$ cat config.mk
export PLATFORM = sky130hd
export DESIGN_NAME = bpa_ctrl
export DESIGN_NICKNAME = d
export VERILOG_FILES = /design/src/rtl/bpa_pkg.sv /design/src/rtl/bpa_ctrl.sv
export SDC_FILE = /design/constraint.sdc
export NUM_CORES = 1
export LEC_CHECK = 0
export ABC_AREA = 1
export BUFFER_PORTS_ARGS = -buffer_cell sky130_fd_sc_hd__buf_4
export CORE_AREA = 4 4 41 43
export CTS_BUF_LIST = sky130_fd_sc_hd__clkbuf_4
export DETAILED_ROUTE_END_ITERATION = 12
export DIE_AREA = 0 0 45 47
export PLACE_DENSITY = 0.71
export SYNTH_ARGS = -nofsm -noshare
export SYNTH_HDL_FRONTEND = slang
export SYNTH_SLANG_ARGS = --single-unit
$ cat constraint.sdc
create_clock -name clk_i -period 1.2 [get_ports clk_i]
set_clock_uncertainty 0.05 [all_clocks]
set_input_delay 0.3 -clock clk_i [delete_from_list [all_inputs] [get_ports clk_i]]
set_output_delay 0.3 -clock clk_i [all_outputs]
set_load 0.05 [all_outputs]
$ cat src/rtl/bpa_pkg.sv
// Shared types and constants of the bitmap page allocator.
`default_nettype none
package bpa_pkg;

  // Fixed geometry of the bitmap and of a block
  localparam int unsigned BITS_PER_WORD = 32;
  localparam int unsigned BIT_W         = 5;
  localparam int unsigned BLOCK_BYTES   = 4096;
  localparam int unsigned BLOCK_SHIFT   = 12;

  // Request types
  localparam logic REQ_ALLOC = 1'b0;
  localparam logic REQ_FREE  = 1'b1;

  // Result status codes
  localparam logic [1:0] ST_OK    = 2'd0;
  localparam logic [1:0] ST_SHORT = 2'd1;
  localparam logic [1:0] ST_RANGE = 2'd2;

  // Configuration register indexes
  localparam logic REG_BASE_BLOCK  = 1'b0;
  localparam logic REG_BLOCK_COUNT = 1'b1;

  typedef struct packed {
    logic        req_type;
    logic [6:0]  count;
    logic [31:0] free_addr;
  } req_word_t;

  typedef struct packed {
    logic [31:0] block_addr;
    logic        addr_valid;
    logic        last;
    logic [1:0]  status;
    logic [6:0]  granted_total;
  } rsp_word_t;

  // Controller to datapath commands
  typedef struct packed {
    logic clr;
    logic accept;
    logic rd_issue;
    logic load;
    logic take;
    logic wr_back;
    logic free_rd;
    logic free_wr;
    logic fin;
  } cmd_t;

  // Datapath to controller status
  typedef struct packed {
    logic clr_done;
    logic in_free;
    logic oob;
    logic scan_end;
    logic word_full;
    logic got_full;
    logic out_free;
    logic pend_v;
  } sts_t;

endpackage
`default_nettype wire

$ cat src/rtl/bpa_ctrl.sv
// Controller state machine of the bitmap page allocator.
`default_nettype none
module bpa_ctrl (
  input  wire logic        clk_i,
  input  wire logic        rst_ni,
  input  wire logic        in_valid_i,
  output logic             in_stall_o,
  input  wire bpa_pkg::sts_t sts_i,
  output bpa_pkg::cmd_t    cmd_o
);
  import bpa_pkg::*;

  typedef enum logic [8:0] {
    S_CLEAR = 9'b000000001,
    S_IDLE  = 9'b000000010,
    S_A_RD  = 9'b000000100,
    S_A_LD  = 9'b000001000,
    S_A_SC  = 9'b000010000,
    S_F_CHK = 9'b000100000,
    S_F_WR  = 9'b001000000,
    S_FIN   = 9'b010000000,
    S_SPARE = 9'b100000000
  } state_e;

  state_e state_q, state_d;

  // Next state and commands
  always_comb begin
    state_d    = state_q;
    cmd_o      = '0;
    in_stall_o = 1'b1;
    case (state_q)
      S_CLEAR: begin
        cmd_o.clr = 1'b1;
        if (sts_i.clr_done) state_d = S_IDLE;
      end
      S_IDLE: begin
        in_stall_o = 1'b0;
        if (in_valid_i) begin
          cmd_o.accept = 1'b1;
          state_d = sts_i.in_free ? S_F_CHK : S_A_RD;
        end
      end
      S_A_RD: begin
        if (sts_i.got_full || sts_i.scan_end) begin
          state_d = S_FIN;
        end else begin
          cmd_o.rd_issue = 1'b1;
          state_d = S_A_LD;
        end
      end
      S_A_LD: begin
        cmd_o.load = 1'b1;
        state_d = S_A_SC;
      end
      S_A_SC: begin
        if (sts_i.got_full || sts_i.word_full) begin
          cmd_o.wr_back = 1'b1;
          state_d = S_A_RD;
        end else if (!sts_i.pend_v || sts_i.out_free) begin
          cmd_o.take = 1'b1;
        end
      end
      S_F_CHK: begin
        if (sts_i.oob) begin
          state_d = S_FIN;
        end else begin
          cmd_o.free_rd = 1'b1;
          state_d = S_F_WR;
        end
      end
      S_F_WR: begin
        cmd_o.free_wr = 1'b1;
        state_d = S_FIN;
      end
      S_FIN: begin
        if (sts_i.out_free) begin
          cmd_o.fin = 1'b1;
          state_d = S_IDLE;
        end
      end
      default: state_d = S_IDLE;
    endcase
  end

  always_ff @(posedge clk_i or negedge rst_ni) begin
    if (!rst_ni) begin
      state_q <= S_CLEAR;
    end else begin
      state_q <= state_d;
    end
  end

endmodule
`default_nettype wire

[Word-level counts from Yosys, hierarchy flattened]
Index checks and enable logic that the tools add are counted.
Word-level totals
  bits in registers: 9
  bits of input ports: 11
  word-level logic and storage cells: 42
Cells by class
  reductions and logical operators: 5
  equality and inequality tests: 12
  muxes and demuxes: 24
Operators by type and width (count)
  one-hot mux 9 bit (8 select lines): 1
  2-to-1 mux 9 bit: 4
  2-to-1 mux 8 bit: 2
  2-to-1 mux 1 bit: 15
  equality test 9 x 1 -> 1 bit, second input constant: 1
  equality test 9 x 2 -> 1 bit, second input constant: 1
  equality test 9 x 3 -> 1 bit, second input constant: 1
  equality test 9 x 4 -> 1 bit, second input constant: 1
  equality test 9 x 5 -> 1 bit, second input constant: 1
  equality test 9 x 6 -> 1 bit, second input constant: 1
  equality test 9 x 7 -> 1 bit, second input constant: 1
  equality test 9 x 8 -> 1 bit, second input constant: 1
  != test 2 bit, second input constant: 4
  2-to-1 mux 6 bit: 1
  AND reduction 4 bit: 1
  logical OR 1 bit: 3
  2-to-1 mux 2 bit: 1
  zero test 1 bit: 1

[Logic depth before layout (Yosys ltp)]
  word-level depth: 5
  depth in mapped cells: 9

[Least setup slack after synthesis]
Ideal clock, no wire load.
  path kind: register to output
  start point: reg state_q[5]
  end point: out cmd_o[6] (netlist name)
  path buffers: 0
  required time: 0.850 ns
  data arrival time: 2.160 ns
  setup slack: -1.310 ns
  stages on the path, launching flop included: 4
  cell sequence: dfrtp_1 nor2_2 nand2_4 nor4_1
RTL lines
  start, declared: RTL line bpa_ctrl.sv:25  | state_e state_q, state_d;
  start signal, assigned: RTL line bpa_ctrl.sv:90  | state_q <= state_d;
  end, declared: RTL line bpa_ctrl.sv:9  | output bpa_pkg::cmd_t cmd_o

==> results.toml <==
[status]
status = "finished with violations"
violations = "setup timing"

[synthesis]
synth_top_family_by_area = "simple AND/OR/NAND/NOR gates"
yosysSeqAreaShare = 0.362
netlist_area_um2 = 557
yosys.area.top_type = "dfrtp_1"
synthAdderAreaFrac = 0
synthMuxAreaShare = 0
syn_inst = 85
synth.top_cell.area_share = 0.315
ys_types = 15
avgSynthCellArea_um2 = 6.55
ys_ff_latch = 8
synth_warnings = 0
syn-num-nets = 96
synthXorXnorAreaFrac = 0
yosys-top-cells-area = "dfrtp_1, nor2_1, nand2_1, inv_1, nor2_2"
synth_compound_area_frac = 0.0270
synth_simple_gate_area_frac = 0.497

[timing]
slew_viol_final = 0
fmaxAchievable_mhz = 517
fin_crit_sh = 1.61
period_needed_ns = 1.94
rsz0062_at_grt = "true"
hold_violations = 0
fin_setup_tns_ns = -9.58
timing.final.ws_setup_ns = -0.735
worst_pin_slew_ns = 0.267
final-setup-viol-count = 17
holdWs_ns = 0.168
slew_headroom = 0.821

[routing]
ant_nets = 0
met2_length_mm = 1.57
top_layer_used = "met4"
post-route-drc-count = 0
drt-met1-wl_mm = 1.13
dr.pass1.iters = 4
vias = 864
wl_met3_um = 255
drt_iter0_drc = 51
totalWireLength_mm = 3.16
vias_per_cell = 5.57
routedWlPerCell_um = 20.4

[floorplan]
die_y_um = 47
rows = 13
core_um2 = 1300
die-area_um2 = 2120
pin_count = 21
die_w_um = 45
start_util = 0.428

[global_route]
antenna_found_initial = 0
grt_pass1_vias = 807
grt_max_degree = 9
grt_pass1_wl_mm = 3.59
grt_usage = 0.249
gr-total-overflow = 0

[cells_and_area]
drive_gt1_frac = 0.643
fin_cells = 155
largest_register_ffs = 8
seqCellArea_um2 = 203
fillers = 24
top_regs = "state_q: 8 flops"
syn_to_final_growth_pct = 126
layout_common_cells = "buf_4, nor2_1, nand2_1"
regMostFlops = "state_q"
final_nets = 152
antenna_cells = 0
multiInputGateArea_um2 = 448
final_common_cell = "buf_4"

[job]
drv_cap = 0

[power_and_ir_drop]
p_leak_nw = 0.639
powerDensity_nw_per_um2 = 2360
fin_total_pwr_mw = 2.98
ir_drop_uv = 1630

[clock_tree]
cts_max_level = 1
cts_buffer_depth = 2
insertion_delay_ns = 0.28
cts_tree = "yes"
cts_sinks = 8
numCtsBuffers = 3
clock-root-buffer = "clkbuf_4"
path_clk_slew_ns = 0.08

[hold_path]
hp-class = "primary input to flip-flop"

[worst_setup_path]
required_ns = 0.85
critPathMaxFanout = 3
start_kind = "flip-flop"
arrival_ns = 1.59
end_kind = "primary output"
criticalPathCategory = "flip-flop to primary output"

[placed_design]
io_buffers = 20
hpwlAfterDp_mm = 1.42
gp_congestion = 0.752
dp.cells = 139
[Yosys cell counts]
library cell / instances
o21ai_0: 1
nand3_1: 2
nor2_1: 21
a21oi_1: 2
nand3b_1: 2
nor2_2: 5
inv_1: 16
nor4_1: 3
nand2_1: 18
dfrtp_1: 7
nand2_4: 2
dfstp_2: 1
nor2_4: 2
inv_2: 1
nor3_1: 2
[per-layer routing]
metal	global-route usage	up-vias
met1	0.235	407
met5	0	-
met3	0.0345	23
met2	0.506	67
li1	-	367
met4	0.135	0
[logic make-up (layout without fill, tap and decap cells)]
group                  count (synthesis)  count (layout)
and+or+nand+nor                       57              57
AOI/OAI and AO/OA                      3               3
buffers and inverters                 17              72
DFF                                    8               8
[layout make-up]
type                       count  area share
inverter                      17      0.0646
clock buffer                   4      0.0239
sequential                     8       0.161
multi-input combinational     60       0.356
tap                           15      0.0149
timing repair buffer          51       0.380
[per-stage QoR]
stage | utilization | instance area, um2 | worst slack (ns)
final | 0.967 | 1260 | -0.735
after CTS | 0.874 | 1140 | -0.580
after global routing | 0.967 | 1260 | -0.737
after global placement | 0.752 | 978 | -0.304
after floorplan | - | 667 | -0.413
after detailed placement | 0.752 | 978 | -0.325
[timing repair]
item | 4_1_cts | 5_1_grt
buffers inserted | 5 | 8
pin swaps | 5 | 6
gates resized for setup | 22 | 16
endpoints found under the hold margin | 8 | 0
setup endpoints to repair | 17 | 17
hold buffers | 1 | 0
[power by group]
group          total [mW]  switching [mW]  internal, mW  leakage (nW)
logic                2.25            1.31         0.938         0.518
clock network       0.291           0.139         0.152        0.0184
registers           0.437          0.0946         0.343         0.102
total                2.98            1.54          1.43         0.639
[critical path, stage by stage, from the launching register on]
cell,delay [ns]
dfrtp_1,0.43
inv_1,0.11
nor2_1,0.16
nand2_1,0.12
nor2_4,0.19
inv_6,0.06
nor2_4,0.07
buf_6,0.16
[final timing paths]
kind | depth (start not counted) | slack [ns] | end | from
worst max register to register | 13 | -0.67 | state_q[1] | state_q[4]
worst max-delay path | 7 | -0.74 | cmd_o[7] | state_q[1]
worst min-delay path | 2 | 0.17 | state_q[6] | sts_i[5]
min in group asynchronous | 2 | 0.35 | state_q[4] | rst_ni
max in group asynchronous | 2 | 0.52 | state_q[0] | rst_ni
worst min register to register | 3 | 0.70 | state_q[6] | state_q[7]
Note: power is estimated with default switching activity, not from simulation.
